**src/design/afr_pkg.sv**
```systemverilog
// shared types, register map and constants of the association field rescorer
package afr_pkg;

  localparam int CFG_ADDR_W = 5;
  localparam int CFG_DATA_W = 32;

  // register indexes, byte address is 4 * index
  typedef enum logic [2:0] {
    REG_SCORE_THRESHOLD    = 3'd0,
    REG_CONFIDENCE_FLOOR   = 3'd1,
    REG_GRID_STRIDE        = 3'd2,
    REG_MAP_OFFSET         = 3'd3,
    REG_RESCORE_ENABLE     = 3'd4,
    REG_MAP_KEYPOINTS_USED = 3'd5,
    REG_MAP_ROWS_USED      = 3'd6,
    REG_MAP_COLS_USED      = 3'd7
  } reg_idx_e;

  localparam logic [15:0] SCORE_THRESHOLD_RST    = 16'd19661;
  localparam logic [15:0] CONFIDENCE_FLOOR_RST   = 16'd0;
  localparam logic [4:0]  GRID_STRIDE_RST        = 5'd8;
  localparam logic [15:0] MAP_OFFSET_RST         = 16'd0;
  localparam logic        RESCORE_ENABLE_RST     = 1'b1;
  localparam logic [5:0]  MAP_KEYPOINTS_USED_RST = 6'd17;
  localparam logic [6:0]  MAP_ROWS_USED_RST      = 7'd64;
  localparam logic [6:0]  MAP_COLS_USED_RST      = 7'd64;

  // lookup window in 1/256 pixel: p >= -125 and p <= n*256 - 131
  localparam logic signed [19:0] LOOKUP_MIN  = -20'sd125;
  localparam logic signed [20:0] EDGE_MARGIN = 21'sd131;
  localparam logic signed [19:0] ROUND_HALF  = 20'sd128;

  localparam logic [16:0] ONE_Q16 = 17'h10000;

  typedef struct packed {
    logic        func;
    logic [16:0] map_address;
    logic [15:0] score;
    logic [5:0]  connection;
    logic [4:0]  from_keypoint;
    logic [4:0]  to_keypoint;
    logic signed [15:0] start_x;
    logic signed [15:0] start_y;
    logic signed [15:0] end_x;
    logic signed [15:0] end_y;
    logic [15:0] start_scale;
    logic [15:0] end_scale;
  } in_item_t;

  typedef struct packed {
    logic        direction;
    logic [5:0]  field_number;
    logic [15:0] rescored;
    logic signed [19:0] near_x;
    logic signed [19:0] near_y;
    logic signed [19:0] far_x;
    logic signed [19:0] far_y;
    logic [19:0] near_scale;
    logic [19:0] far_scale;
    logic        last;
  } out_item_t;

  typedef struct packed {
    logic [15:0] score_threshold;
    logic [15:0] confidence_floor;
    logic [4:0]  grid_stride;
    logic [15:0] map_offset;
    logic        rescore_enable;
    logic [5:0]  map_keypoints_used;
    logic [6:0]  map_rows_used;
    logic [6:0]  map_cols_used;
  } cfg_t;

  // cell geometry after stride scaling
  typedef struct packed {
    logic [5:0]  field_number;
    logic [15:0] conf;
    logic signed [19:0] sx;
    logic signed [19:0] sy;
    logic signed [19:0] ex;
    logic signed [19:0] ey;
    logic [19:0] ss;
    logic [19:0] es;
  } cell_t;

  // per-cell control after the address stage
  typedef struct packed {
    logic keep;
    logic oob_fwd;
    logic oob_bwd;
  } probe_t;

endpackage

```
**src/design/afr_rescore.sv**
```systemverilog
// one lookup direction: offset removal, rescoring factor and confidence scaling
module afr_rescore (
  input  logic          clk_i,
  input  afr_pkg::cfg_t cfg_i,
  input  logic          adv_i,
  input  logic [15:0]   map_i,
  input  logic          oob_i,
  input  logic [15:0]   conf_i,
  output logic [15:0]   rescored_o,
  output logic          pass_o
);

  import afr_pkg::*;

  logic [15:0] value;
  logic [16:0] weight;
  logic [32:0] factor_d;
  logic [32:0] factor_q;
  logic [15:0] conf_q;
  logic [48:0] product;
  logic [20:0] scaled;
  logic [15:0] saturated;

  always_comb begin
    if (oob_i || (map_i < cfg_i.map_offset)) begin
      value = '0;
    end else begin
      value = map_i - cfg_i.map_offset;
    end
    weight   = ONE_Q16 - {1'b0, cfg_i.confidence_floor};
    // floor*4096 + (1 - floor)*v, Q0.16 times Q4.12
    factor_d = 33'({cfg_i.confidence_floor, 12'b0}) + 33'(weight) * 33'(value);
  end

  // stage 3
  always_ff @(posedge clk_i) begin
    if (adv_i) begin
      factor_q <= factor_d;
      conf_q   <= conf_i;
    end
  end

  assign product   = 49'(conf_q) * 49'(factor_q);
  assign scaled    = product[48:28];
  assign saturated = (|scaled[20:16]) ? 16'hffff : scaled[15:0];
  assign rescored_o = cfg_i.rescore_enable ? saturated : conf_q;
  assign pass_o     = rescored_o > cfg_i.score_threshold;

endmodule

```
**config.mk**
```make
export PLATFORM = sky130hd
export DESIGN_NAME = afr_rescore
export DESIGN_NICKNAME = d
export VERILOG_FILES = /design/src/design/afr_pkg.sv /design/src/design/afr_rescore.sv
export SDC_FILE = /design/constraint.sdc
export NUM_CORES = 2
export LEC_CHECK = 0
export ABC_AREA = 1
export BUFFER_PORTS_ARGS = -buffer_cell sky130_fd_sc_hd__buf_2
export CORE_ASPECT_RATIO = 1.4
export CORE_UTILIZATION = 54
export DETAILED_ROUTE_END_ITERATION = 6
export HOLD_SLACK_MARGIN = 0.08
export PLACE_DENSITY_LB_ADDON = 0.08
export RECOVER_POWER = 50
export SYNTH_ARGS = -nofsm -noshare
export SYNTH_HDL_FRONTEND = slang
export SYNTH_SLANG_ARGS = --single-unit
```
**constraint.sdc**
```tcl
create_clock -name clk_i -period 12.4 [get_ports clk_i]
set_input_delay 1.86 -clock clk_i [delete_from_list [all_inputs] [get_ports clk_i]]
set_output_delay 1.86 -clock clk_i [all_outputs]
set_load 0.02 [all_outputs]
```
# ---- Word-level counts from Yosys, hierarchy flattened
# Cells that the tools add are included.
dict set report classes {
  mul 2
  n_mux 3
  order_cmp 2
  addsub 3
  n_reduce_logical 2
}
# op n
set op_table {}
lappend op_table {{$mul A16 B33 Y49} 1}
lappend op_table {{$mux W16} 3}
lappend op_table {{$add A28 B33 Y33} 1}
lappend op_table {{$mul A17 B16 Y33} 1}
lappend op_table {{$sub A17 B16 Y17 const A} 1}
lappend op_table {{$gt A16 B16 Y1} 1}
lappend op_table {{$lt A16 B16 Y1} 1}
lappend op_table {{$sub A16 B16 Y16} 1}
lappend op_table {{$reduce_or A5 Y1} 1}
lappend op_table {{$logic_or A1 B1 Y1} 1}
dict set report totals {
  input_bits 109
  output_inout_bits 17
  reg_bits 49
  word_cells 14
}

# ---- Logic depth before layout (Yosys ltp)
dict set report logic_depth {
  word_depth 5
  ltp_mapped 42
  ltp_nobuf 40
}

# ---- Worst setup path after synthesis
# Ideal clock, no wire load.
dict set report synth_path {
  kind {register to output}
  start {register factor_q[21]}
  end {output port pass_o}
  arrival_ps 6904
  path_slack_ps 3636
  stages_incl_launch_ff 38
  n_path_buf 3
  required_ps 10540
  path_cell_list {edfxtp_1 -> clkbuf_1 -> clkbuf_1 -> nand2_1 -> fa_1 -> inv_1 -> fa_1 -> inv_1 -> fa_1 -> inv_1 -> fa_1 -> fa_1 -> inv_1 -> fa_1 -> inv_1 -> ha_1 -> nand2_1 -> inv_1 -> [2 not listed] -> nand2_1 -> nand2_1 -> a21oi_1 -> nand2_1 -> nand2_1 -> nand3_2 -> nor2_4 -> buf_6 -> nand3_1 -> nand2_1 -> inv_1 -> ha_1 -> nand2_1 -> o21ai_0 -> nand2_1 -> o211ai_1 -> a211oi_1 -> a41oi_1}
}
dict set report synth_between {
  elab_chain_len 5
}
# item line
set synth_rtl {}
lappend synth_rtl {{from (decl)} afr_rescore.sv:18} ;# logic [32:0] factor_q;
lappend synth_rtl {{from (signal assigned)} afr_rescore.sv:38} ;# factor_q <= factor_d;
lappend synth_rtl {{$mul A16 B33 Y49 (*)} afr_rescore.sv:43} ;# assign product = 49'(conf_q) * 49'(factor_q);
lappend synth_rtl {{$reduce_or A5 Y1} afr_rescore.sv:45} ;# assign saturated = (|scaled[20:16]) ? 16'hffff : scaled[15:0];
lappend synth_rtl {{$mux W16 (*)} afr_rescore.sv:45}
lappend synth_rtl {{$mux W16 (*)} afr_rescore.sv:46} ;# assign rescored_o = cfg_i.rescore_enable ? saturated : conf_q;
lappend synth_rtl {{named net rescored_o[2]} afr_rescore.sv:9} ;# output logic [15:0] rescored_o,
lappend synth_rtl {{$gt A16 B16 Y1 (*)} afr_rescore.sv:47} ;# assign pass_o = rescored_o > cfg_i.score_threshold;
lappend synth_rtl {{to (decl)} afr_rescore.sv:10} ;# output logic pass_o
# Mark *: on every way through the listed nets, which the timed path passes. The rest lies on a longest branch.

# ---- Worst setup path in the final report
dict set report layout_path {
  start {register conf_q[5]}
  end {output port pass_o}
}
dict set report layout_between {
  elab_chain_len 5
}
# item line
set layout_rtl {}
lappend layout_rtl {{from (decl)} afr_rescore.sv:19} ;# logic [15:0] conf_q;
lappend layout_rtl {{from (signal assigned)} afr_rescore.sv:39} ;# conf_q <= conf_i;
lappend layout_rtl {{$mul A16 B33 Y49} afr_rescore.sv:43}
lappend layout_rtl {{$reduce_or A5 Y1} afr_rescore.sv:45}
lappend layout_rtl {{$mux W16} afr_rescore.sv:45}
lappend layout_rtl {{$mux W16 (*)} afr_rescore.sv:46}
lappend layout_rtl {{$gt A16 B16 Y1 (*)} afr_rescore.sv:47}
# Every way passes the cells marked *; elsewhere a longest branch is shown, timed or not.

==> flow_results.xml <==
<?xml version="1.0" encoding="UTF-8"?>
<metrics>
  <group name="place">
    <metric name="gp_congestion" unit="">1.00</metric>
    <metric name="dp_hpwl" unit="um">72800</metric>
    <metric name="numPortBuffers" unit="">100</metric>
    <metric name="place_worst_setup_slack" unit="ps">2180</metric>
  </group>
  <group name="yosys">
    <metric name="yosysTopAreaCellShare" unit="%">42.8</metric>
    <metric name="synth_most_common_cell" unit="">inv_1</metric>
    <metric name="post_synth_mux_area_share" unit="%">0</metric>
    <metric name="synth_adder_area_share" unit="%">53.4</metric>
    <metric name="yosys-top-cells-count" unit="">inv_1, nand2_1, fa_1, ha_1, nor2_1</metric>
    <metric name="ys_ff_latch" unit="">49</metric>
    <metric name="synth_xor_xnor_area_share" unit="%">1.43</metric>
    <metric name="post_synth_inst_count" unit="">4100</metric>
    <metric name="unique_cell_type_count_in_the_yosys_netlist" unit="">48</metric>
    <metric name="mappedNetlistNets" unit="">5126</metric>
    <metric name="yosys.area_share.simple" unit="%">20.2</metric>
    <metric name="yosysWarningCount" unit="">0</metric>
    <metric name="yosysTopAreaCell" unit="">fa_1</metric>
    <metric name="synth_top_cells_by_area" unit="">fa_1, inv_1, nand2_1</metric>
    <metric name="largest_family_of_logic_cells_by_synthesized_area" unit="">adder cells</metric>
    <metric name="synthesized_area_fraction_occupied_by_ao_oa_aoi_and_oai_cells" unit="%">3.22</metric>
    <metric name="synthesis.area" unit="um2">30700</metric>
    <metric name="postSynthAreaPerCell" unit="um2">7.49</metric>
    <metric name="postSynth.asyncResetShare" unit="%">0</metric>
    <metric name="seq_area_frac_synth" unit="%">4.79</metric>
    <metric name="ys.flop_type" unit="">edfxtp_1</metric>
    <metric name="synth-edff-count" unit="">49</metric>
  </group>
  <group name="timing">
    <metric name="fin_crit" unit="ps">10290</metric>
    <metric name="timing_worst_slew_pin_value" unit="ps">2920</metric>
    <metric name="final-setup-viol-count" unit="">0</metric>
    <metric name="rsz0062_at_grt" unit="">no</metric>
    <metric name="finalHoldViolations" unit="">0</metric>
    <metric name="final.setup.tns" unit="ps">0</metric>
    <metric name="slew_viol_final" unit="">50</metric>
    <metric name="final.period_utilization" unit="%">83.0</metric>
    <metric name="relSlewSlack" unit="%">-94.9</metric>
    <metric name="fmaxAchievable" unit="MHz">97.2</metric>
    <metric name="timing.final.ws_setup" unit="ps">2110</metric>
    <metric name="holdWs" unit="ps">1720</metric>
  </group>
  <group name="routing">
    <metric name="routed_wire_length_per_instance" unit="um">18.0</metric>
    <metric name="detailedRoute.firstPassIterationCount" unit="">5</metric>
    <metric name="antenna_violating_nets_post_route" unit="">0</metric>
    <metric name="postRouteWirelength" unit="um">86700</metric>
    <metric name="drc_violations_left" unit="">0</metric>
    <metric name="vias_per_cell" unit="">5.11</metric>
    <metric name="first_iter_violations" unit="">1103</metric>
    <metric name="number_of_vias_in_the_routed_layout" unit="">24600</metric>
  </group>
  <group name="cells_and_area">
    <metric name="area.sequential" unit="um2">1470</metric>
    <metric name="fraction_of_final_layout_cells_sized_beyond_drive_strength_1" unit="%">5.27</metric>
    <metric name="fill_cells" unit="">5564</metric>
    <metric name="antenna_cells_inserted" unit="">0</metric>
    <metric name="multiInputGateArea" unit="um2">24000</metric>
    <metric name="areaGrowthSynthToFinish" unit="%">3.63</metric>
    <metric name="design.final.nets" unit="">5104</metric>
    <metric name="utilization" unit="%">56.5</metric>
  </group>
  <group name="clock_tree">
    <metric name="cts.repair.resized" unit="">0</metric>
    <metric name="cts_setup_buffers" unit="">0</metric>
    <metric name="cts.sink_count" unit="">49</metric>
    <metric name="clock-root-buffer" unit="">clkbuf_16</metric>
    <metric name="postCtsHoldBufs" unit="">0</metric>
    <metric name="cts.reportedPaths.clkPinSlew" unit="ps">90</metric>
    <metric name="htree_levels" unit="">2</metric>
    <metric name="clock_buffer_count_from_cts" unit="">5</metric>
    <metric name="clockBufferDepth" unit="">2</metric>
    <metric name="cts_tree" unit="">yes</metric>
  </group>
  <group name="worst_setup_path">
    <metric name="crit_path_max_delay_cell_type" unit="">edfxtp_1</metric>
    <metric name="worstSetupStartpointType" unit="">flop</metric>
    <metric name="critical_path.max_stage_delay" unit="ps">910</metric>
    <metric name="timing.critical_path.arrival" unit="ps">8430</metric>
    <metric name="cp.required" unit="ps">10540</metric>
    <metric name="critical_path.max_fanout" unit="">23</metric>
    <metric name="most_frequent_cell_on_the_critical_path" unit="">inv_1</metric>
    <metric name="worst_setup_path_end_kind" unit="">primary output</metric>
    <metric name="timing.setup.critical_path_class" unit="">reg -&gt; out</metric>
  </group>
  <group name="die">
    <metric name="dieHeight" unit="um">284</metric>
    <metric name="initial_utilization" unit="%">54.5</metric>
    <metric name="die_area" unit="um2">57800</metric>
    <metric name="fp.dieW" unit="um">204</metric>
    <metric name="io_pins" unit="">126</metric>
    <metric name="core" unit="um2">56300</metric>
    <metric name="core.rowCount" unit="">103</metric>
  </group>
  <group name="run_status">
    <metric name="violated_checks" unit="">capacitance limit, slew limit</metric>
    <metric name="outcome" unit="">complete, but fails checks</metric>
  </group>
  <group name="grt">
    <metric name="initial_antenna_violation_count" unit="">1</metric>
    <metric name="first_global_vias" unit="">26600</metric>
    <metric name="grt_overflow" unit="">0</metric>
    <metric name="combined_global_route_utilization_of_all_metal_layers" unit="%">31.6</metric>
    <metric name="grt_first_pass_wirelength" unit="um">139000</metric>
    <metric name="grt_start_max_net_pins" unit="">50</metric>
  </group>
  <group name="min_path">
    <metric name="hp-class" unit="">in -&gt; reg</metric>
  </group>
  <group name="flow_run">
    <metric name="maxCapViolCount" unit="">1</metric>
  </group>
</metrics>
worst max-delay path, delay by kind of cell, from the launching register on:
| kind | cells | cell delay, ps |
|---|---|---|
| buffers and inverters | 10 | 1140 |
| flip-flops | 1 | 910 |
| adder cells (fa/ha/maj) | 8 | 3590 |
| AND/OR/NAND/NOR | 15 | 1930 |
| AO/OA/AOI/OAI | 4 | 510 |
layout make-up:
type	count	area share [%]
tap	735	2.89
clock buffer	5	0.393
inverter	1214	14.3
sequential	49	4.62
multi-input combinational	2680	75.5
timing repair buffer	128	2.21
clock inverter	3	0.0787
routing by layer:
metal	routed length [um]	up-vias	track usage (%)	share of wire [%]
met4	6830	0	21.5	7.9
met2	46900	696	60.2	54
met1	29900	12000	32.5	35
met3	3020	291	2.45	3.5
li1	-	11600	-	-
met5	0	-	0	0
cells in the final DEF (no fill, tap or decap), types with 5 or more instances in the layout:
cell | synthesis | layout
ha_1 | 261 | 261
inv_2 | 13 | 13
xor2_1 | 34 | 34
o21ai_0 | 34 | 34
nor2_2 | 17 | 17
inv_1 | 1194 | 1194
nand3_2 | 9 | 9
or2_2 | 18 | 18
buf_2 | 13 | 97
xnor2_1 | 16 | 16
edfxtp_1 | 49 | 49
nor3_1 | 12 | 12
nand2_1 | 1123 | 1123
o21bai_1 | 9 | 9
clkbuf_16 | 0 | 5
buf_4 | 4 | 27
nand3_1 | 76 | 76
fa_1 | 656 | 656
a21o_1 | 7 | 7
nor2_1 | 240 | 240
nand2_2 | 10 | 10
a21oi_1 | 94 | 94
nand4_1 | 19 | 19
clkinv_1 | 6 | 6
cells by family (layout without fill, tap and decap cells):
| group | count (synthesis) | count (layout) |
|---|---|---|
| compound gates | 175 | 175 |
| xor+xnor | 50 | 50 |
| fa+ha+maj | 917 | 917 |
| buf+inv | 1371 | 1350 |
| flops | 49 | 49 |
| simple gates | 1538 | 1538 |
registers in the layout, summed over array words and instances (netlist names):
register  count
factor_q     33
conf_q       16
worst paths after layout:
| path | endpoint | start | cells past startpoint |
|---|---|---|---|
| setup / recovery | pass_o | conf_q[5] | 37 |
| hold / removal | conf_q[9] | conf_i[9] | 1 |
metrics by stage:
stage	cells	instance area, um2
after floorplan	4100	30700
after global placement	4806	31700
after detailed placement	4806	31700
after CTS	4814	31800
after global routing	4814	31800
final	4814	31800
Power is not shown: default switching activity piles up to over one toggle a cycle in this logic, so the estimate is an artifact.
