File: src/design/afr_pkg.sv
// shared types, register map and constants of the association field rescorer
package afr_pkg;

  localparam int CFG_ADDR_W = 5;
  localparam int CFG_DATA_W = 32;

  // register indexes, byte address is 4 * index
  typedef enum logic [2:0] {
    REG_SCORE_THRESHOLD    = 3'd0,
    REG_CONFIDENCE_FLOOR   = 3'd1,
    REG_GRID_STRIDE        = 3'd2,
    REG_MAP_OFFSET         = 3'd3,
    REG_RESCORE_ENABLE     = 3'd4,
    REG_MAP_KEYPOINTS_USED = 3'd5,
    REG_MAP_ROWS_USED      = 3'd6,
    REG_MAP_COLS_USED      = 3'd7
  } reg_idx_e;

  localparam logic [15:0] SCORE_THRESHOLD_RST    = 16'd19661;
  localparam logic [15:0] CONFIDENCE_FLOOR_RST   = 16'd0;
  localparam logic [4:0]  GRID_STRIDE_RST        = 5'd8;
  localparam logic [15:0] MAP_OFFSET_RST         = 16'd0;
  localparam logic        RESCORE_ENABLE_RST     = 1'b1;
  localparam logic [5:0]  MAP_KEYPOINTS_USED_RST = 6'd17;
  localparam logic [6:0]  MAP_ROWS_USED_RST      = 7'd64;
  localparam logic [6:0]  MAP_COLS_USED_RST      = 7'd64;

  // lookup window in 1/256 pixel: p >= -125 and p <= n*256 - 131
  localparam logic signed [19:0] LOOKUP_MIN  = -20'sd125;
  localparam logic signed [20:0] EDGE_MARGIN = 21'sd131;
  localparam logic signed [19:0] ROUND_HALF  = 20'sd128;

  localparam logic [16:0] ONE_Q16 = 17'h10000;

  typedef struct packed {
    logic        func;
    logic [16:0] map_address;
    logic [15:0] score;
    logic [5:0]  connection;
    logic [4:0]  from_keypoint;
    logic [4:0]  to_keypoint;
    logic signed [15:0] start_x;
    logic signed [15:0] start_y;
    logic signed [15:0] end_x;
    logic signed [15:0] end_y;
    logic [15:0] start_scale;
    logic [15:0] end_scale;
  } in_item_t;

  typedef struct packed {
    logic        direction;
    logic [5:0]  field_number;
    logic [15:0] rescored;
    logic signed [19:0] near_x;
    logic signed [19:0] near_y;
    logic signed [19:0] far_x;
    logic signed [19:0] far_y;
    logic [19:0] near_scale;
    logic [19:0] far_scale;
    logic        last;
  } out_item_t;

  typedef struct packed {
    logic [15:0] score_threshold;
    logic [15:0] confidence_floor;
    logic [4:0]  grid_stride;
    logic [15:0] map_offset;
    logic        rescore_enable;
    logic [5:0]  map_keypoints_used;
    logic [6:0]  map_rows_used;
    logic [6:0]  map_cols_used;
  } cfg_t;

  // cell geometry after stride scaling
  typedef struct packed {
    logic [5:0]  field_number;
    logic [15:0] conf;
    logic signed [19:0] sx;
    logic signed [19:0] sy;
    logic signed [19:0] ex;
    logic signed [19:0] ey;
    logic [19:0] ss;
    logic [19:0] es;
  } cell_t;

  // per-cell control after the address stage
  typedef struct packed {
    logic keep;
    logic oob_fwd;
    logic oob_bwd;
  } probe_t;

endpackage

File: src/design/afr_front.sv
// input stage with stride scaling, then bounds check and map address generation
module afr_front #(
  parameter int KEYPOINT_PLANES = 32,
  parameter int MAP_HEIGHT = 64,
  parameter int MAP_WIDTH = 64,
  localparam int DEPTH = KEYPOINT_PLANES * MAP_HEIGHT * MAP_WIDTH,
  localparam int AW = (DEPTH > 1) ? $clog2(DEPTH) : 1
) (
  input  logic              clk_i,
  input  logic              rst_ni,
  input  afr_pkg::cfg_t     cfg_i,
  input  logic              adv_i,
  input  logic              in_valid_i,
  input  afr_pkg::in_item_t in_data_i,
  output logic              ram_we_o,
  output logic [AW-1:0]     ram_waddr_o,
  output logic [15:0]       ram_wdata_o,
  output logic [AW-1:0]     ram_raddr_fwd_o,
  output logic [AW-1:0]     ram_raddr_bwd_o,
  output afr_pkg::probe_t   s2_probe_o,
  output afr_pkg::cell_t    s2_cell_o
);

  import afr_pkg::*;

  function automatic logic signed [19:0] scale_coord(logic signed [15:0] x, logic [4:0] st);
    logic signed [21:0] p;
    p = $signed({{6{x[15]}}, x}) * $signed({17'b0, st});
    if (p > 22'sd524287) begin
      return 20'sd524287;
    end else if (p < -22'sd524288) begin
      return -20'sd524288;
    end
    return $signed(p[19:0]);
  endfunction

  function automatic logic [19:0] scale_size(logic [15:0] s, logic [4:0] st);
    logic [20:0] p;
    p = {5'b0, s} * {16'b0, st};
    return p[20] ? 20'hfffff : p[19:0];
  endfunction

  function automatic logic in_window(logic signed [19:0] p, logic [6:0] n);
    logic signed [20:0] lim;
    lim = $signed({6'b0, n, 8'b0}) - EDGE_MARGIN;
    return (p >= LOOKUP_MIN) && ($signed({p[19], p}) <= lim);
  endfunction

  function automatic logic [AW-1:0] map_index(logic [4:0] plane, logic signed [19:0] px,
                                                logic signed [19:0] py);
    logic [19:0] tx;
    logic [19:0] ty;
    tx = px + ROUND_HALF;
    ty = py + ROUND_HALF;
    return AW'((AW'(plane) * AW'(MAP_HEIGHT) + AW'(ty[14:8])) * AW'(MAP_WIDTH)
               + AW'(tx[14:8]));
  endfunction

  logic        s1_wr_q;
  logic        s1_keep_q;
  cell_t       s1_cell_q;
  logic [4:0]  s1_from_q;
  logic [4:0]  s1_to_q;
  logic [16:0] s1_addr_q;
  logic [15:0] s1_wdata_q;
  probe_t      s2_probe_q;
  probe_t      s2_probe_d;
  cell_t       s2_cell_q;

  logic [6:0] rows_eff;
  logic [6:0] cols_eff;
  logic [6:0] planes_eff;

  // stage 1: capture and scale by the grid stride
  always_ff @(posedge clk_i or negedge rst_ni) begin
    if (!rst_ni) begin
      s1_wr_q   <= 1'b0;
      s1_keep_q <= 1'b0;
    end else if (adv_i) begin
      s1_wr_q   <= in_valid_i && !in_data_i.func;
      s1_keep_q <= in_valid_i && in_data_i.func
                   && (in_data_i.score >= cfg_i.score_threshold);
    end
  end

  always_ff @(posedge clk_i) begin
    if (adv_i) begin
      s1_cell_q.field_number <= in_data_i.connection;
      s1_cell_q.conf         <= in_data_i.score;
      s1_cell_q.sx           <= scale_coord(in_data_i.start_x, cfg_i.grid_stride);
      s1_cell_q.sy           <= scale_coord(in_data_i.start_y, cfg_i.grid_stride);
      s1_cell_q.ex           <= scale_coord(in_data_i.end_x, cfg_i.grid_stride);
      s1_cell_q.ey           <= scale_coord(in_data_i.end_y, cfg_i.grid_stride);
      s1_cell_q.ss           <= scale_size(in_data_i.start_scale, cfg_i.grid_stride);
      s1_cell_q.es           <= scale_size(in_data_i.end_scale, cfg_i.grid_stride);
      s1_from_q              <= in_data_i.from_keypoint;
      s1_to_q                <= in_data_i.to_keypoint;
      s1_addr_q              <= in_data_i.map_address;
      s1_wdata_q             <= in_data_i.score;
    end
  end

  // map sizes clamped to the built storage
  assign rows_eff   = (32'(cfg_i.map_rows_used) < MAP_HEIGHT) ? cfg_i.map_rows_used
                                                               : 7'(MAP_HEIGHT);
  assign cols_eff   = (32'(cfg_i.map_cols_used) < MAP_WIDTH) ? cfg_i.map_cols_used
                                                              : 7'(MAP_WIDTH);
  assign planes_eff = (32'(cfg_i.map_keypoints_used) < KEYPOINT_PLANES)
                      ? {1'b0, cfg_i.map_keypoints_used} : 7'(KEYPOINT_PLANES);

  always_comb begin
    s2_probe_d.keep    = s1_keep_q;
    s2_probe_d.oob_fwd = !(({2'b0, s1_to_q} < planes_eff)
                           && in_window(s1_cell_q.ex, cols_eff)
                           && in_window(s1_cell_q.ey, rows_eff));
    s2_probe_d.oob_bwd = !(({2'b0, s1_from_q} < planes_eff)
                           && in_window(s1_cell_q.sx, cols_eff)
                           && in_window(s1_cell_q.sy, rows_eff));
  end

  // map writes land as the item leaves stage 1, so later cells see them
  assign ram_we_o        = adv_i && s1_wr_q && (32'(s1_addr_q) < DEPTH);
  assign ram_waddr_o     = AW'(s1_addr_q);
  assign ram_wdata_o     = s1_wdata_q;
  assign ram_raddr_fwd_o = map_index(s1_to_q, s1_cell_q.ex, s1_cell_q.ey);
  assign ram_raddr_bwd_o = map_index(s1_from_q, s1_cell_q.sx, s1_cell_q.sy);

  // stage 2: aligned with the registered map read
  always_ff @(posedge clk_i or negedge rst_ni) begin
    if (!rst_ni) begin
      s2_probe_q <= '0;
    end else if (adv_i) begin
      s2_probe_q <= s2_probe_d;
    end
  end

  always_ff @(posedge clk_i) begin
    if (adv_i) begin
      s2_cell_q <= s1_cell_q;
    end
  end

  assign s2_probe_o = s2_probe_q;
  assign s2_cell_o  = s2_cell_q;

endmodule

File: config.mk
export PLATFORM = sky130hd
export DESIGN_NAME = afr_front
export DESIGN_NICKNAME = d
export VERILOG_FILES = /design/src/design/afr_pkg.sv /design/src/design/afr_front.sv
export SDC_FILE = /design/constraint.sdc
export NUM_CORES = 1
export LEC_CHECK = 0
export BUFFER_PORTS_ARGS = -buffer_cell sky130_fd_sc_hd__buf_2
export CORE_UTILIZATION = 50
export DETAILED_ROUTE_END_ITERATION = 6
export HOLD_SLACK_MARGIN = 0.02
export MAX_ROUTING_LAYER = met4
export PLACE_DENSITY = 0.71
export SLEW_MARGIN = 20
export SYNTH_ARGS = -nofsm -noshare
export SYNTH_HDL_FRONTEND = slang
export SYNTH_SLANG_ARGS = --single-unit
File: constraint.sdc
create_clock -name clk_i -period 4.2 [get_ports clk_i]
set_input_delay 1.05 -clock clk_i [delete_from_list [all_inputs] [get_ports clk_i]]
set_output_delay 1.05 -clock clk_i [all_outputs]
set_load 0.005 [all_outputs]
# Word level (Yosys, flattened, before mapping)
# Index checks and enable logic that the tools add are counted.
dict set report word_totals {
  latch_bits 0
  out_inout_bits 213
  mem_bits_rw 0
  n_memories 0
  word_cells 104
  input_bits 224
  mem_bits_ro 0
  ff_bits 316
}
dict set report op_classes {
  n_eq_ne 0
  magnitude_cmp 22
  n_div 0
  n_shift 0
  n_addsub 10
  mul 6
  n_reduce_logical 15
  bitwise_logic 0
  muxes 27
}
# operator count
set op_table {}
lappend op_table {{20-bit 2-to-1 mux} 12}
lappend op_table {{22-bit by 20-bit > comparator with 1-bit output, second input constant} 4}
lappend op_table {{22-bit by 20-bit < comparator with 1-bit output, second input constant} 4}
lappend op_table {{16-bit by 6-bit multiplier with 22-bit output} 4}
lappend op_table {{20-bit by 8-bit >= comparator with 1-bit output, second input constant} 4}
lappend op_table {{20-bit by 16-bit <= comparator with 1-bit output} 4}
lappend op_table {{15-bit by 9-bit adder with 15-bit output, second input constant} 4}
lappend op_table {{16-bit by 5-bit multiplier with 21-bit output} 2}
lappend op_table {{17-bit by 7-bit adder with 17-bit output} 2}
lappend op_table {{15-bit by 8-bit subtractor with 16-bit output, second input constant} 2}
lappend op_table {{11-bit by 7-bit adder with 11-bit output} 2}
lappend op_table {{16-bit >= comparator} 1}
lappend op_table {{7-bit < comparator, second input constant} 2}
lappend op_table {{7-bit 2-to-1 mux} 2}
lappend op_table {{1-bit logical AND} 12}
lappend op_table {{5-bit by 6-bit < comparator with 1-bit output} 2}
lappend op_table {{1-bit 2-to-1 mux} 12}
lappend op_table {{6-bit < comparator, second input constant} 1}
lappend op_table {{6-bit 2-to-1 mux} 1}
lappend op_table {{1-bit logical NOT} 3}

# Depth between registers and ports, before layout
dict set report depth {
  ltp_word 8
  depth_mapped 20
}

# Worst setup path after synthesis
# Ideal clock, no wire load.
dict set report synth_timing {
  kind {input to register}
  start {input port cfg_i[37] (netlist name)}
  end {register s1_cell_q[83] (netlist name), data pin}
  setup_time_ns 0.263
  path_slack_ns -1.553
  required_time_ns 3.937
  path_buffers 4
  cell_stages 20
  t_arrival_ns 5.490
  path_cell_list {clkbuf_1 > buf_1 > nand2_1 > inv_1 > fa_1 > inv_1 > fa_1 > fa_1 > inv_1 > ha_1 > clkbuf_1 > o21a_1 > o21a_1 > o21ai_0 > nand2b_1 > o22ai_1 > nor3_1 > a21boi_2 > buf_4 > o21ai_0}
}
dict set report synth_via {
  elab_chain_len 6
  word_cells_on_any_way 8
}
# item line
set synth_rtl {}
lappend synth_rtl {{start: declaration} afr_front.sv:11} ;# input afr_pkg::cfg_t cfg_i,
lappend synth_rtl {{16-bit by 6-bit multiplier with 22-bit output (*)} afr_front.sv:28} ;# p = $signed({{6{x[15]}}, x}) * $signed({17'b0, st});
lappend synth_rtl {{22-bit by 20-bit < comparator with 1-bit output} afr_front.sv:31} ;# end else if (p < -22'sd524288) begin
lappend synth_rtl {{1-bit 2-to-1 mux} afr_front.sv:31}
lappend synth_rtl {{1-bit 2-to-1 mux} afr_front.sv:29} ;# if (p > 22'sd524287) begin
lappend synth_rtl {{1-bit 2-to-1 mux} afr_front.sv:87} ;# if (adv_i) begin
lappend synth_rtl {{20-bit 2-to-1 mux (*)} afr_front.sv:34} ;# return $signed(p[19:0]);
lappend synth_rtl {{end: declaration} afr_front.sv:61} ;# cell_t s1_cell_q;
# Mark *: on every way between the ends. The rest lies on a longest branch, timed or not. The select of a mux whose other input is x is not followed.
# A chain may end at the register's enable or synchronous reset.

# Worst setup path in the final report
dict set report layout_timing {
  start {input port in_data_i[41] (netlist name)}
  end {register s1_cell_q[53] (netlist name), data pin}
}
dict set report layout_via {
  elab_chain_len 6
  word_cells_on_any_way 8
}
# item line
set layout_rtl {}
lappend layout_rtl {{start: declaration} afr_front.sv:14} ;# input afr_pkg::in_item_t in_data_i,
lappend layout_rtl {{16-bit by 6-bit multiplier with 22-bit output (*)} afr_front.sv:28}
lappend layout_rtl {{22-bit by 20-bit < comparator with 1-bit output} afr_front.sv:31}
lappend layout_rtl {{1-bit 2-to-1 mux} afr_front.sv:31}
lappend layout_rtl {{1-bit 2-to-1 mux} afr_front.sv:29}
lappend layout_rtl {{1-bit 2-to-1 mux} afr_front.sv:87}
lappend layout_rtl {{20-bit 2-to-1 mux (*)} afr_front.sv:34}
# Marks and branches as above.

==> metrics.cfg <==
[run_status]
status = finished with violations
violations = negative setup slack

[detailed_routing]
drt-pass1-iter-count = 5
finalWirelength_um = 87600
drtIter0Drc = 1264
ant_nets = 0
via_per_inst = 5.33
via_count = 25200
drc = 0
avgRoutedWirePerCell_um = 18.5

[setup_path]
cp.required_ns = 4.49
slowest_delay_ns = 0.55
startpoint_type = input pin
cp_common_cell = fa_1
path_max_fanout = 5
slowest_stage = fa_1
cp_top_family = adder cells
critPathKind = in2reg
path_cells = buf_2, and2_4, fa_1, fa_1, inv_1, fa_1, inv_2, ha_4, a21o_4, o2111ai_2, a21oi_2, o41a_1, mux2i_2, nor2_2, a21boi_4, buf_6, buf_16, o31ai_4
end_kind = flop
critPathArrivalTime_ns = 5.13
crit_buf_inv = 5

[final_layout]
area_growth_pct = 38.8
instances_no_fill = 4735
final_common_cell = buf_4
drive_gt1_frac = 0.374
final_core_util = 0.703
register_area_um2 = 9460
fin_nets = 4715
fillCellCount = 4349
final_cell_mix = buf_4 (447), inv_1 (429), buf_2 (394)
multiInputGateArea_um2 = 21700
finish.instance_area_um2 = 42400

[floorplan]
ioPinCount = 437
die_h_um = 249
die_w_um = 249
coreArea_um2 = 60400
dieArea_um2 = 62100
start_util = 0.507
rows = 90

[timing]
slew_violations = 0
fin_crit_ns = 4.84
tns_ns = -49.07
layout_setup_ws_ns = -0.638
timing.hold.ws_ns = 0.318
hold_viol_final = 0
fin_crit_sh = 1.15
fmax_mhz = 207
tightest_slew_ns = 0.926
relSlewSlack = 0.376
fin_worst_skew_ns = 0.0148
rsz0062_at_grt = yes
setup_viol = 121

[synth]
synthesis.nets = 3822
synth_edf_count = 311
synth_top_area_cell = edfxtp_1
async_flop_share = 0.0158
synth_seq_area_share = 0.310
netlist_area_um2 = 30600
yosysTopAreaCellShare = 0.305
synth_warnings = 0
ys_types = 83
syn_avg_cell_area_um2 = 10.2
synth-seq-cells = 316
synth_ff_type = edfxtp_1
synth_cells = 3010
netlist_top_cells_area = edfxtp_1 (31%), fa_1 (18%), ha_1 (13%)

[place]
place_area_um2 = 37600
hpwl_um = 63200
io_buffers = 403
gp_congestion = 0.965
placedCellCount = 4521

[cts]
cts-root-buf = clkbuf_16
clk_latency_ns = 0.57
path_clk_slew_ns = 0.06
htreeDepth = 2
tritoncts = yes
cts_sinks = 316
cts_buffers = 37
holdBufCountCts = 0
clk_path_buf_depth = 3

[run]
cap_violations = 0

[global_route]
grt_pass1_wl_um = 136000
antenna_found_initial = 23
overflow = 0
grt_max_degree = 93
track_usage = 0.282
grt_pass1_vias = 26600

[power_and_ir_drop]
p_leak_nw = 19.6
powerDensity_nw_per_um2 = 572
worst_ir_drop_vdd_mv = 0.416

[min_path]
min_path_type = in2async

per-stage QoR:
stage,setup slack [ns],total power [mW]
3_5_place_dp,-1.58,18.3
5_1_grt,-0.732,26.0
4_1_cts,-0.564,22.9
3_3_place_gp,-1.39,17.9
6_report,-0.638,24.3
2_1_floorplan,-0.973,13.5
metal layers:
layer | wire (um) | global-route usage | vias up
met5 | 0 | - | -
met4 | 2850 | 0.0861 | 0
met3 | 5050 | 0.0532 | 174
met2 | 45200 | 0.497 | 716
met1 | 34500 | 0.323 | 12400
li1 | - | - | 11900
cells in the mapped netlist (all sizes together), types with 40 or more instances:
master / count
inv: 490
and2: 366
edfxtp: 311
ha: 308
fa: 280
nand2: 229
o21ai: 137
a21oi: 122
xnor2: 82
nor2: 70
a21o: 63
clkbuf: 59
xor2: 58
nand3: 40
path summary, 6_finish.rpt:
path | startpoint | to | slack [ns] | cells past startpoint
hold reg to reg | s1_cell_q[137]$_DFFE_PP_ | s2_cell_o[137]$_DFFE_PP_ | 0.42 | 0
hold / removal | rst_ni | s2_probe_o[0]$_DFFE_PN0P_ | 0.32 | 1
min in group clk_i | s1_cell_q[137]$_DFFE_PP_ | s2_cell_o[137]$_DFFE_PP_ | 0.42 | 0
max in group asynchronous | rst_ni | s1_keep_q$_DFFE_PN0P_ | 3.71 | 1
setup / recovery | in_data_i[41] | s1_cell_q[53]$_DFFE_PP_ | -0.64 | 18
setup reg to reg | s1_cell_q[73]$_DFFE_PP_ | s2_probe_o[1]$_DFFE_PN0P_ | 1.29 | 9
logic make-up after synthesis:
| family | synth area share |
|---|---|
| simple gates | 0.155 |
| fa+ha+maj | 0.309 |
| buf+inv | 0.0738 |
| compound gates | 0.110 |
| flops | 0.310 |
| xor+xnor | 0.0406 |
| mux | 0.00119 |
worst reg2reg max path: cells and delay by family, from the launching register on:
| kind | cells | cell delay, ns |
|---|---|---|
| AOI/OAI and AO/OA | 7 | 1.83 |
| DFF | 1 | 0.52 |
| adders and majority gates | 1 | 0.37 |
| and+or+nand+nor | 1 | 0.05 |
timing repair:
item	in CTS	in global routing
buffers inserted	39	56
pin swaps	95	183
gates cloned	30	12
gates resized for setup	233	250
setup endpoints to repair	124	126
power breakdown:
| group | internal [mW] | total [mW] | switching [mW] |
|---|---|---|---|
| logic | 7.61 | 15.3 | 7.66 |
| registers | 5.08 | 5.77 | 0.688 |
| clock network | 1.89 | 3.25 | 1.37 |
| total | 14.6 | 24.3 | 9.72 |
area by class of cell:
cell class,instances,share of cell area
multi-input cells,2123,0.511
clock inverters,28,0.00663
flip-flops and latches,316,0.223
repair buffers,935,0.170
inverters,490,0.0435
diodes,22,0.00130
well taps,782,0.0231
clock buffers,39,0.0220
flip-flops by register name, indices dropped and copies added (netlist names):
register / cells
s2_cell_o: 142
s2_probe_o: 3
s1_wr_q: 1
ram_wdata_o: 16
s1_keep_q: 1
s1_to_q: 5
s1_cell_q: 126
s1_from_q: 5
ram_waddr_o: 17
(Power assumes the default switching activity.)
