## src/design/afr_pkg.sv

```systemverilog
// shared types, register map and constants of the association field rescorer
package afr_pkg;

  localparam int CFG_ADDR_W = 5;
  localparam int CFG_DATA_W = 32;

  // register indexes, byte address is 4 * index
  typedef enum logic [2:0] {
    REG_SCORE_THRESHOLD    = 3'd0,
    REG_CONFIDENCE_FLOOR   = 3'd1,
    REG_GRID_STRIDE        = 3'd2,
    REG_MAP_OFFSET         = 3'd3,
    REG_RESCORE_ENABLE     = 3'd4,
    REG_MAP_KEYPOINTS_USED = 3'd5,
    REG_MAP_ROWS_USED      = 3'd6,
    REG_MAP_COLS_USED      = 3'd7
  } reg_idx_e;

  localparam logic [15:0] SCORE_THRESHOLD_RST    = 16'd19661;
  localparam logic [15:0] CONFIDENCE_FLOOR_RST   = 16'd0;
  localparam logic [4:0]  GRID_STRIDE_RST        = 5'd8;
  localparam logic [15:0] MAP_OFFSET_RST         = 16'd0;
  localparam logic        RESCORE_ENABLE_RST     = 1'b1;
  localparam logic [5:0]  MAP_KEYPOINTS_USED_RST = 6'd17;
  localparam logic [6:0]  MAP_ROWS_USED_RST      = 7'd64;
  localparam logic [6:0]  MAP_COLS_USED_RST      = 7'd64;

  // lookup window in 1/256 pixel: p >= -125 and p <= n*256 - 131
  localparam logic signed [19:0] LOOKUP_MIN  = -20'sd125;
  localparam logic signed [20:0] EDGE_MARGIN = 21'sd131;
  localparam logic signed [19:0] ROUND_HALF  = 20'sd128;

  localparam logic [16:0] ONE_Q16 = 17'h10000;

  typedef struct packed {
    logic        func;
    logic [16:0] map_address;
    logic [15:0] score;
    logic [5:0]  connection;
    logic [4:0]  from_keypoint;
    logic [4:0]  to_keypoint;
    logic signed [15:0] start_x;
    logic signed [15:0] start_y;
    logic signed [15:0] end_x;
    logic signed [15:0] end_y;
    logic [15:0] start_scale;
    logic [15:0] end_scale;
  } in_item_t;

  typedef struct packed {
    logic        direction;
    logic [5:0]  field_number;
    logic [15:0] rescored;
    logic signed [19:0] near_x;
    logic signed [19:0] near_y;
    logic signed [19:0] far_x;
    logic signed [19:0] far_y;
    logic [19:0] near_scale;
    logic [19:0] far_scale;
    logic        last;
  } out_item_t;

  typedef struct packed {
    logic [15:0] score_threshold;
    logic [15:0] confidence_floor;
    logic [4:0]  grid_stride;
    logic [15:0] map_offset;
    logic        rescore_enable;
    logic [5:0]  map_keypoints_used;
    logic [6:0]  map_rows_used;
    logic [6:0]  map_cols_used;
  } cfg_t;

  // cell geometry after stride scaling
  typedef struct packed {
    logic [5:0]  field_number;
    logic [15:0] conf;
    logic signed [19:0] sx;
    logic signed [19:0] sy;
    logic signed [19:0] ex;
    logic signed [19:0] ey;
    logic [19:0] ss;
    logic [19:0] es;
  } cell_t;

  // per-cell control after the address stage
  typedef struct packed {
    logic keep;
    logic oob_fwd;
    logic oob_bwd;
  } probe_t;

endpackage

```

## src/design/afr_emit.sv

```systemverilog
// geometry pipeline, result sequencing and output register
module afr_emit (
  input  logic               clk_i,
  input  logic               rst_ni,
  input  logic               s2_keep_i,
  input  afr_pkg::cell_t     s2_cell_i,
  input  logic [15:0]        fwd_rescored_i,
  input  logic               fwd_pass_i,
  input  logic [15:0]        bwd_rescored_i,
  input  logic               bwd_pass_i,
  output logic               adv_o,
  output logic               out_valid_o,
  input  logic               out_ready_i,
  output afr_pkg::out_item_t out_data_o
);

  import afr_pkg::*;

  logic      s3_keep_q;
  cell_t     s3_cell_q;
  logic      fwd_pend_q;
  logic      bwd_pend_q;
  cell_t     s4_cell_q;
  logic [15:0] s4_fwd_q;
  logic [15:0] s4_bwd_q;
  logic      out_valid_q;
  out_item_t out_q;
  out_item_t result;
  logic      pend_any;
  logic      load;

  assign pend_any = fwd_pend_q || bwd_pend_q;
  assign load     = pend_any && (!out_valid_q || out_ready_i);
  // the emit stage frees up once its last pending result moves out
  assign adv_o    = !pend_any || (load && !(fwd_pend_q && bwd_pend_q));

  always_comb begin
    result.field_number = s4_cell_q.field_number;
    if (fwd_pend_q) begin
      result.direction  = 1'b0;
      result.rescored   = s4_fwd_q;
      result.near_x     = s4_cell_q.sx;
      result.near_y     = s4_cell_q.sy;
      result.far_x      = s4_cell_q.ex;
      result.far_y      = s4_cell_q.ey;
      result.near_scale = s4_cell_q.ss;
      result.far_scale  = s4_cell_q.es;
      result.last       = !bwd_pend_q;
    end else begin
      result.direction  = 1'b1;
      result.rescored   = s4_bwd_q;
      result.near_x     = s4_cell_q.ex;
      result.near_y     = s4_cell_q.ey;
      result.far_x      = s4_cell_q.sx;
      result.far_y      = s4_cell_q.sy;
      result.near_scale = s4_cell_q.es;
      result.far_scale  = s4_cell_q.ss;
      result.last       = 1'b1;
    end
  end

  always_ff @(posedge clk_i or negedge rst_ni) begin
    if (!rst_ni) begin
      s3_keep_q   <= 1'b0;
      fwd_pend_q  <= 1'b0;
      bwd_pend_q  <= 1'b0;
      out_valid_q <= 1'b0;
    end else begin
      if (adv_o) begin
        s3_keep_q  <= s2_keep_i;
        fwd_pend_q <= s3_keep_q && fwd_pass_i;
        bwd_pend_q <= s3_keep_q && bwd_pass_i;
      end else if (load && fwd_pend_q) begin
        fwd_pend_q <= 1'b0;
      end
      if (load) begin
        out_valid_q <= 1'b1;
      end else if (out_ready_i) begin
        out_valid_q <= 1'b0;
      end
    end
  end

  always_ff @(posedge clk_i) begin
    if (adv_o) begin
      s3_cell_q <= s2_cell_i;
      s4_cell_q <= s3_cell_q;
      s4_fwd_q  <= fwd_rescored_i;
      s4_bwd_q  <= bwd_rescored_i;
    end
    if (load) begin
      out_q <= result;
    end
  end

  assign out_valid_o = out_valid_q;
  assign out_data_o  = out_q;

endmodule
```

## config.mk

```make
export PLATFORM = sky130hd
export DESIGN_NAME = afr_emit
export DESIGN_NICKNAME = d
export VERILOG_FILES = /design/src/design/afr_pkg.sv /design/src/design/afr_emit.sv
export SDC_FILE = /design/constraint.sdc
export NUM_CORES = 1
export LEC_CHECK = 0
export BUFFER_PORTS_ARGS = -buffer_cell sky130_fd_sc_hd__buf_4
export CORE_ASPECT_RATIO = 0.7
export CORE_MARGIN = 2
export CORE_UTILIZATION = 50
export CTS_BUF_LIST = sky130_fd_sc_hd__clkbuf_4
export CTS_CLUSTER_DIAMETER = 50
export DETAILED_ROUTE_END_ITERATION = 12
export PLACE_DENSITY = 0.8
export SYNTH_ARGS = -nofsm -noshare
export SYNTH_HDL_FRONTEND = slang
export SYNTH_SLANG_ARGS = --single-unit
```

## constraint.sdc

```tcl
create_clock -name clk_i -period 12.6 [get_ports clk_i]
set_clock_uncertainty 0.2 [all_clocks]
set_input_delay 0.63 -clock clk_i [delete_from_list [all_inputs] [get_ports clk_i]]
set_output_delay 0.63 -clock clk_i [all_outputs]
set_load 0.02 [all_outputs]
```

; After elaboration in Yosys (flattened, before gate mapping)
; Index checks and enable logic that the tools add are counted.
; W data, S select, Z words.
[word_totals]
regBits = 432
in_bits = 180
output_inout_bits = 146
elab_cells = 51
[classes]
muxes = 6
n_reduce_logical = 15
[op_table]
columns = operator, n
row1 = $mux W137, 1
row2 = $logic_and A1 B1 Y1, 6
row3 = $mux W1, 5
row4 = $logic_not A1 Y1, 4
row5 = $reduce_bool A2 Y1, 2
row6 = $logic_or A1 B1 Y1, 3

; Depth between registers and ports, before layout
; Gate-level depths: netlist of the first run.
[depth]
word_depth = 6
depth_mapped = 5
depth_no_buf = 3

; Least setup slack after synthesis of the first run
; OpenSTA, ideal clock, no wires.
[synth_timing]
path_kind = reg-to-reg
startpoint = register fwd_pend_q
endpoint = register out_q (netlist bit out_data_o[0]) (enable)
setup_ps = 650
t_arrival_ps = 6650
required_time_ps = 11750
slack_ps = 5100
stages_incl_launch_ff = 5
path_buffers = 2
synth_period_minus_slack_ps = 7500
cell_sequence = dfrtp_1 -> buf_6 -> buf_6 -> nor2_1 -> nor2_1
[synth_between]
elab_chain_cells = 2
[synth_rtl]
columns = element, line
row1 = start: declaration, afr_emit.sv:21  ; logic fwd_pend_q;
row2 = start signal: assignment, afr_emit.sv:71  ; fwd_pend_q <= s3_keep_q && fwd_pass_i;
row3 = $logic_or A1 B1 Y1, afr_emit.sv:32  ; assign pend_any = fwd_pend_q || bwd_pend_q;
row4 = $logic_and A1 B1 Y1, afr_emit.sv:33  ; assign load = pend_any && (!out_valid_q || out_ready_i);
row5 = via load, afr_emit.sv:30  ; logic load;
row6 = end signal: assignment, afr_emit.sv:92  ; out_q <= result;
row7 = end: declaration, afr_emit.sv:27  ; out_item_t out_q;
; The timed path passes the listed nets, and every way through them passes these cells.
; A chain may end at the register's enable or synchronous reset.

; Worst setup path in the final report of the first run
[layout_timing]
startpoint = register fwd_pend_q
endpoint = output port adv_o
[layout_between]
elab_chain_cells = 4
elab_cells_between_ends = 7
cone_classes = 7 x reduce/logical
[layout_rtl]
columns = element, line
row1 = $logic_or A1 B1 Y1 or $logic_and A1 B1 Y1 (tied branches), "afr_emit.sv:32, afr_emit.sv:35"
row2 = $logic_and A1 B1 Y1 or $logic_not A1 Y1 (tied branches), "afr_emit.sv:33, afr_emit.sv:35"
row3 = $logic_and A1 B1 Y1, afr_emit.sv:35  ; assign adv_o = !pend_any || (load && !(fwd_pend_q && bwd_pend_q));
row4 = $logic_or A1 B1 Y1 (*), afr_emit.sv:35
row5 = end: declaration, afr_emit.sv:11  ; output logic adv_o,
; Mark *: on every way between the ends. The rest lies on a longest branch, timed or not.

==> results.sh, run 1 <==
export IMPL_vias=7850
export IMPL_cp_arrival_ns=3.66
export IMPL_finalWorstSetupSlack_ns=8.113
export IMPL_p_int_mw=3.744
export IMPL_syn_area_um2=14760
export IMPL_cp_required_ns=11.77
export IMPL_instances_no_fill=1620
export IMPL_place_ws_ns=8.332
export IMPL_drv_slew=0
export IMPL_worstSkewPairLatency_ns=0.79
export IMPL_setup_worst_path_start="fwd_pend_q$_DFFE_PN0P_"
export IMPL_drv_cap=0
export IMPL_grt_use_met1=0.2318
export IMPL_start_kind="flip-flop"
export IMPL_postRouteWirelength_um=31610
export IMPL_p_switching_mw=1.712
export IMPL_r2r_start="fwd_pend_q$_DFFE_PN0P_"
export IMPL_syn_to_final_growth_pct=38.30
export IMPL_post_cts_buffers=0
export IMPL_final_min_clock_period_ns=4.487
export IMPL_die_h_um=147.8
export IMPL_grt_use_total=0.2061
export IMPL_gp_congestion=0.7683
export IMPL_drc=0
export IMPL_synth_cells=598
export IMPL_power_frac_seq=0.508
export IMPL_synth_seq_cells=432
export IMPL_end_kind="output pin"
export IMPL_yosysWarnings=0
export IMPL_ant_nets=0
export IMPL_clk_pin_slew_worst_paths_ns=0.07
export IMPL_dp_cells=1275
export IMPL_start_util=0.5098
export IMPL_finalHoldViolations=0
export IMPL_comb_power_share=0.286
export IMPL_vias_per_cell=4.846
export IMPL_fin_nets=1341
export IMPL_r2r_cells=4
export IMPL_antenna_found_initial=2
export IMPL_firstDrtPassIters=5
export IMPL_cts_tree="done"
export IMPL_p_leak_nw=7.870
export IMPL_rsz0062_at_grt="false"
export IMPL_fin_area_um2=20410
export IMPL_nFillCells=1669
export IMPL_grt_busiest_layer="met2"
export IMPL_fp_dieArea_um2=30930
export IMPL_max_freq_ghz=0.2228
export IMPL_clk_path_buf_depth=3
export IMPL_grt_max_degree=136
export IMPL_drive_gt1_frac=0.4871
export IMPL_root_buffer="clkbuf_4"
export IMPL_h_tree_depth=3
export IMPL_cp_max_fo=135
export IMPL_total_power_mw=5.456
export IMPL_regArea_um2=12960
export IMPL_cts_sinks=432
export IMPL_place_area_um2=17470
export IMPL_synth_area_per_cell_um2=24.68
export IMPL_crit_type="reg -> out"
export IMPL_rows=52
export IMPL_ios=326
export IMPL_crit_path_end="adv_o"
export IMPL_drtIter0Drc=455
export IMPL_grt_pass1_wl_um=47660
export IMPL_rr_endpoint="s3_cell_q[21]$_DFFE_PP_"
export IMPL_p_per_area_nw_per_um2=267.3
export IMPL_synth_cell_types=16
export IMPL_gr_usage_met3=0.08307
export IMPL_grt_util_met2=0.3493
export IMPL_run_status="completed"
export IMPL_syn_nets=778
export IMPL_ctsResizeCount=0
export IMPL_clkPwrFrac=0.205
export IMPL_setup_tns_final_ns=0
export IMPL_wl_per_cell_um=19.51
export IMPL_whs_ns=0.1954
export IMPL_multiInputGateArea_um2=1665
export IMPL_hpwl_um=16420
export IMPL_synth_seq_area_share=0.8775
export IMPL_period_share=0.3561
export IMPL_core_area_um2=28950
export IMPL_ir_drop_uv=166.2
export IMPL_cts_buffers=98
export IMPL_io_buffers=309
export IMPL_utilization=0.7051
export IMPL_slew_headroom=0.2254
export IMPL_tightest_slew_ns=1.159
export IMPL_swShare=0.3138
export IMPL_setup_viol=0
export IMPL_grt_overflow_total=0
export IMPL_fp_dieW_um=209.4
export IMPL_r2r_slack_ns=8.41
export IMPL_hold_class="reg -> reg"
export IMPL_grt_pass1_vias=8723
[synth_stat cells, drive strengths merged]
cell type / instances / area share
edfxtp: 428 / 0.87
mux2: 137 / 0.11
buf: 16 / 0.0097
dfrtp: 4 / 0.0068
nand2: 3 / 0.00076
inv: 2 / 0.00051
nor2: 2 / 0.00051
a2bb2oi: 1 / 0.00059
a32o: 1 / 0.00068
maj3: 1 / 0.00076
nand2b: 1 / 0.00042
nor2b: 1 / 0.00093
o21ai: 1 / 0.00034
[sequential cells by signal, indices dropped and copies added (netlist names)]
signal,count
bwd_pend_q,1
s3_keep_q,1
s4_fwd_q,16
s4_bwd_q,16
s4_cell_q,120
result,6
fwd_pend_q,1
out_valid_o,1
s3_cell_q,126
out_data_o,144
[cell type report]
type / count / share of cell area
inverter: 2 / 0.0007355
timing repair buffer: 479 / 0.1963
tap: 378 / 0.02317
sequential: 432 / 0.6347
clock buffer: 150 / 0.05516
multi-input combinational: 148 / 0.08158
clock inverter: 29 / 0.008152
antenna: 2 / 0.0002452
[kinds of logic after synthesis]
logic type                 synth area share
buffers and inverters               0.01017
and+or+nand+nor                    0.002628
muxes                                0.1073
adders and majority gates         0.0007629
AOI/OAI and AO/OA                  0.001610
DFF                                  0.8775
[metal layers]
| layer | share of wire | vias to the layer above |
|---|---|---|
| li1 | - | 3598 |
| met1 | 0.37 | 3878 |
| met2 | 0.51 | 304 |
| met3 | 0.084 | 68 |
| met4 | 0.028 | 2 |
| met5 | 0.00044 | - |
[layout by cell type (no fill, tap or decap)]
cell and instances:
a2bb2oi_1 1, a32o_1 1, buf_4 315, bufinv_16 1, clkbuf_4 150, clkinv_1 21, clkinv_2 1, clkinv_4 3
dfrtp_1 3, dfrtp_4 1, diode_2 2, dlygate4sd3_1 164, edfxtp_1 428, inv_1 1, inv_6 3, inv_8 1
maj3_2 1, mux2_1 11, mux2_2 115, mux2_4 11, nand2_1 3, nand2b_1 1, nor2_1 1, nor2_4 1
nor2b_4 1, o21ai_0 1
[worst max-delay path, stage by stage, from the launching register on]
cell	delay [ns]
dfrtp_4	0.69
maj3_2	0.47
inv_8	0.62
buf_4	0.79
buf_4	0.28
[worst min-delay path by stage]
stage | startpoint | slack [ns] | cells after the start | end
3_5_place_dp | s3_cell_q[105]$_DFFE_PP_ | 0.20 | 0 | s4_cell_q[105]$_DFFE_PP_
3_3_place_gp | s3_cell_q[17]$_DFFE_PP_ | 0.20 | 0 | s4_cell_q[17]$_DFFE_PP_
4_1_cts | s3_cell_q[3]$_DFFE_PP_ | 0.21 | 0 | s4_cell_q[3]$_DFFE_PP_
6_report | s3_cell_q[20]$_DFFE_PP_ | 0.20 | 0 | s4_cell_q[20]$_DFFE_PP_
5_1_grt | s3_cell_q[3]$_DFFE_PP_ | 0.20 | 0 | s4_cell_q[3]$_DFFE_PP_
2_1_floorplan | rst_ni | 0.13 | 0 | bwd_pend_q$_DFFE_PN0P_
[power groups by stage]
stage | combinational, mW | sequential [mW] | clock [mW]
6_report | 1.56 | 2.77 | 1.12
3_3_place_gp | 1.47 | 2.73 | 0
3_5_place_dp | 1.51 | 2.78 | 0
2_1_floorplan | 0.624 | 3.16 | 0
5_1_grt | 1.65 | 2.84 | 1.23
4_1_cts | 1.56 | 2.75 | 1.13
[timing repair]
action | CTS | global route
hold buffers | 164 | 0
hold endpoints to repair | 166 | 0
endpoints found under the setup margin | 0 | 0
(Power assumes the default switching activity.)
==> inputs of run 2 (changes only) <==
Settings changed: ABC_AREA from default to 1.
Clock period 12.6 ns to 4.36 ns, I/O delays scaled along.
==> run 2 against run 1 <==
Compared with the run above:
- combinational power increased to 3.1 times the previous value
- worst hold slack got worse by 0.092 ns
- total power increased to 3.0 times the previous value
- global-route usage increased by 5.9 points
- first-iteration DRC count increased by 91%
- critical endpoint unchanged
==> results.sh, run 2 <==
export IMPL_run_status="completed"
export IMPL_synth_top_cell_area_share=0.8750
export IMPL_hpwl_um=18530
export IMPL_hold_class="in -> reg"
export IMPL_ir_drop_uv=508.8
export IMPL_cp_required_ns=3.94
export IMPL_whs_ns=0.1032
export IMPL_rows=52
export IMPL_cp_max_fo=66
export IMPL_cp_arrival_ns=3.48
export IMPL_grt_max_degree=94
export IMPL_gp_congestion=0.7843
export IMPL_syn_area_um2=14690
export IMPL_final_common_cell="edfxtp_1"
export IMPL_post_cts_buffers=0
export IMPL_instances_no_fill=2006
export IMPL_synth_commonest_cells="edfxtp_1 (428), nand2_1 (179), o21ai_0 (109)"
export IMPL_ant_nets=0
export IMPL_drtIter0Drc=869
export IMPL_start_kind="flip-flop"
export IMPL_clk_path_buf_depth=3
export IMPL_tightest_slew_ns=0.8978
export IMPL_period_share=0.8939
export IMPL_fin_nets=1730
export IMPL_cts_tree="done"
export IMPL_grt_use_total=0.2646
export IMPL_h_tree_depth=3
export IMPL_grt_pass1_wl_um=60350
export IMPL_drive_gt1_frac=0.3005
export IMPL_async_reset_ff_frac=0.009259
export IMPL_firstDrtPassIters=5
export IMPL_yosysWarnings=0
export IMPL_clk_pin_slew_worst_paths_ns=0.06
export IMPL_max_freq_ghz=0.2566
export IMPL_end_kind="output pin"
export IMPL_ys_flop_type="edfxtp_1"
export IMPL_mostFrequentLayoutCells="edfxtp_1 (428), dlygate4sd3_1 (322), buf_4 (320), nand2_1 (176), clkbuf_4 (146)"
export IMPL_syn_to_final_growth_pct=50.11
export IMPL_vias=10153
export IMPL_finalHoldViolations=0
export IMPL_syn_nets=1013
export IMPL_cts_sinks=432
export IMPL_slew_headroom=0.4015
export IMPL_synth_area_per_cell_um2=17.63
export IMPL_nFillCells=1490
export IMPL_yosysMostFrequentCell="edfxtp_1"
export IMPL_start_util=0.5084
export IMPL_setup_viol=0
export IMPL_final_min_clock_period_ns=3.897
export IMPL_synth_cells=833
export IMPL_grt_overflow_total=0
export IMPL_synth_seq_area_share=0.8818
export IMPL_synth_area_top_cells="edfxtp_1 (88%), nand2_1 (4.6%), o21ai_0 (3.7%)"
export IMPL_crit_type="reg -> out"
export IMPL_grt_pass1_vias=10777
export IMPL_dp_cells=1504
export IMPL_place_area_um2=17490
export IMPL_drv_slew=0
export IMPL_wl_per_cell_um=20.17
export IMPL_p_leak_nw=8.970
export IMPL_finalWorstSetupSlack_ns=0.4626
export IMPL_antenna_found_initial=5
export IMPL_cts_buffers=99
export IMPL_synth_seq_cells=432
export IMPL_fp_dieArea_um2=30790
export IMPL_root_buffer="clkbuf_4"
export IMPL_synth_edf_count=428
export IMPL_drv_cap=0
export IMPL_place_ws_ns=0.9510
export IMPL_synth_cell_types=15
export IMPL_largest_register_ffs=144
export IMPL_ios=326
export IMPL_vias_per_cell=5.061
export IMPL_fp_dieW_um=208.9
export IMPL_worstSkewPairLatency_ns=0.82
export IMPL_postRouteWirelength_um=40460
export IMPL_die_h_um=147.4
export IMPL_fin_area_um2=22050
export IMPL_p_per_area_nw_per_um2=743.6
export IMPL_netlist_top_cell_by_area="edfxtp_1"
export IMPL_drc=0
export IMPL_io_buffers=309
export IMPL_core_area_um2=28890
export IMPL_rsz0062_at_grt="false"
-- run 2: changes by cell type after synthesis, sizes merged, moves of 12 or more --
cell    change
inv        +63
o21ai     +121
nand2     +176
clkbuf     +12
mux2      -137
-- run 2: layout make-up --
cell class	count	area, µm²	share of cell area
sequential	432	12960	0.5877
timing repair buffer	645	5685	0.2579
multi-input combinational	306	1343	0.06089
clock buffer	146	1096	0.04971
tap	378	473.0	0.02145
inverter	65	250.2	0.01135
clock inverter	29	229.0	0.01038
antenna	4	10.01	0.0004540
timing repair inverter	1	5.005	0.0002270
-- run 2: critical path, stage by stage, from the launching register on --
cell,delay [ns]
dfrtp_4,0.82
inv_4,0.39
nand2_4,0.18
nand2_4,0.07
nand2_2,0.15
clkinvlp_4,0.47
buf_12,0.40
buf_4,0.21
-- run 2: logic make-up (layout without fill, tap and decap cells) --
kind of cell | count (synthesis) | count (layout) | synth area share
flops | 432 | 432 | 0.8818
simple gates | 184 | 184 | 0.04762
compound gates | 122 | 122 | 0.04157
buf+inv | 95 | 886 | 0.02896
other cells | 0 | 4 | 0
-- run 2: timing repair --
action / 4_1_cts / 5_1_grt
hold buffers: 322 / 0
endpoints found under the setup margin: 0 / 1
gates resized for setup: 0 / 0
endpoints found under the hold margin: 166 / 0
-- run 2: report_power, final --
part | internal, mW | switching, mW
registers | 7.27 | 0.837
clock network | 1.77 | 1.68
logic | 1.61 | 3.22
-- run 2: worst paths after layout --
kind | end | from | slack [ns] | cells after the start
max in group asynchronous | fwd_pend_q$_DFFE_PN0P_ | rst_ni | 3.51 | 3
max reg2reg | result[141]$_DFFE_PP_ | fwd_pend_q$_DFFE_PN0P_ | 1.32 | 6
max | adv_o | fwd_pend_q$_DFFE_PN0P_ | 0.46 | 7
min reg2reg | s4_cell_q[14]$_DFFE_PP_ | s3_cell_q[14]$_DFFE_PP_ | 0.17 | 0
min in group asynchronous | bwd_pend_q$_DFFE_PN0P_ | rst_ni | 0.25 | 3
min | s3_keep_q$_DFFE_PN0P_ | s2_keep_i | 0.10 | 4
-- run 2: per-stage QoR --
step | utilization | total power [mW] | TNS, ns
2_1_floorplan | - | 10.57 | -477.38
4_1_cts | 0.7627 | 15.92 | 0
5_1_grt | 0.7632 | 17.10 | 0
6_report | 0.7633 | 16.40 | 0
3_3_place_gp | 0.6053 | 12.08 | 0
3_5_place_dp | 0.6053 | 12.37 | 0
-- run 2: metal layers --
layer	global-route usage	up-vias	part of all wire	wire (µm)
li1	-	4507	-	-
met1	0.3043	4959	0.36	14460
met2	0.4477	584	0.51	20450
met3	0.1013	99	0.11	4331
met4	0.1132	4	0.029	1190
met5	0	-	0.00069	28
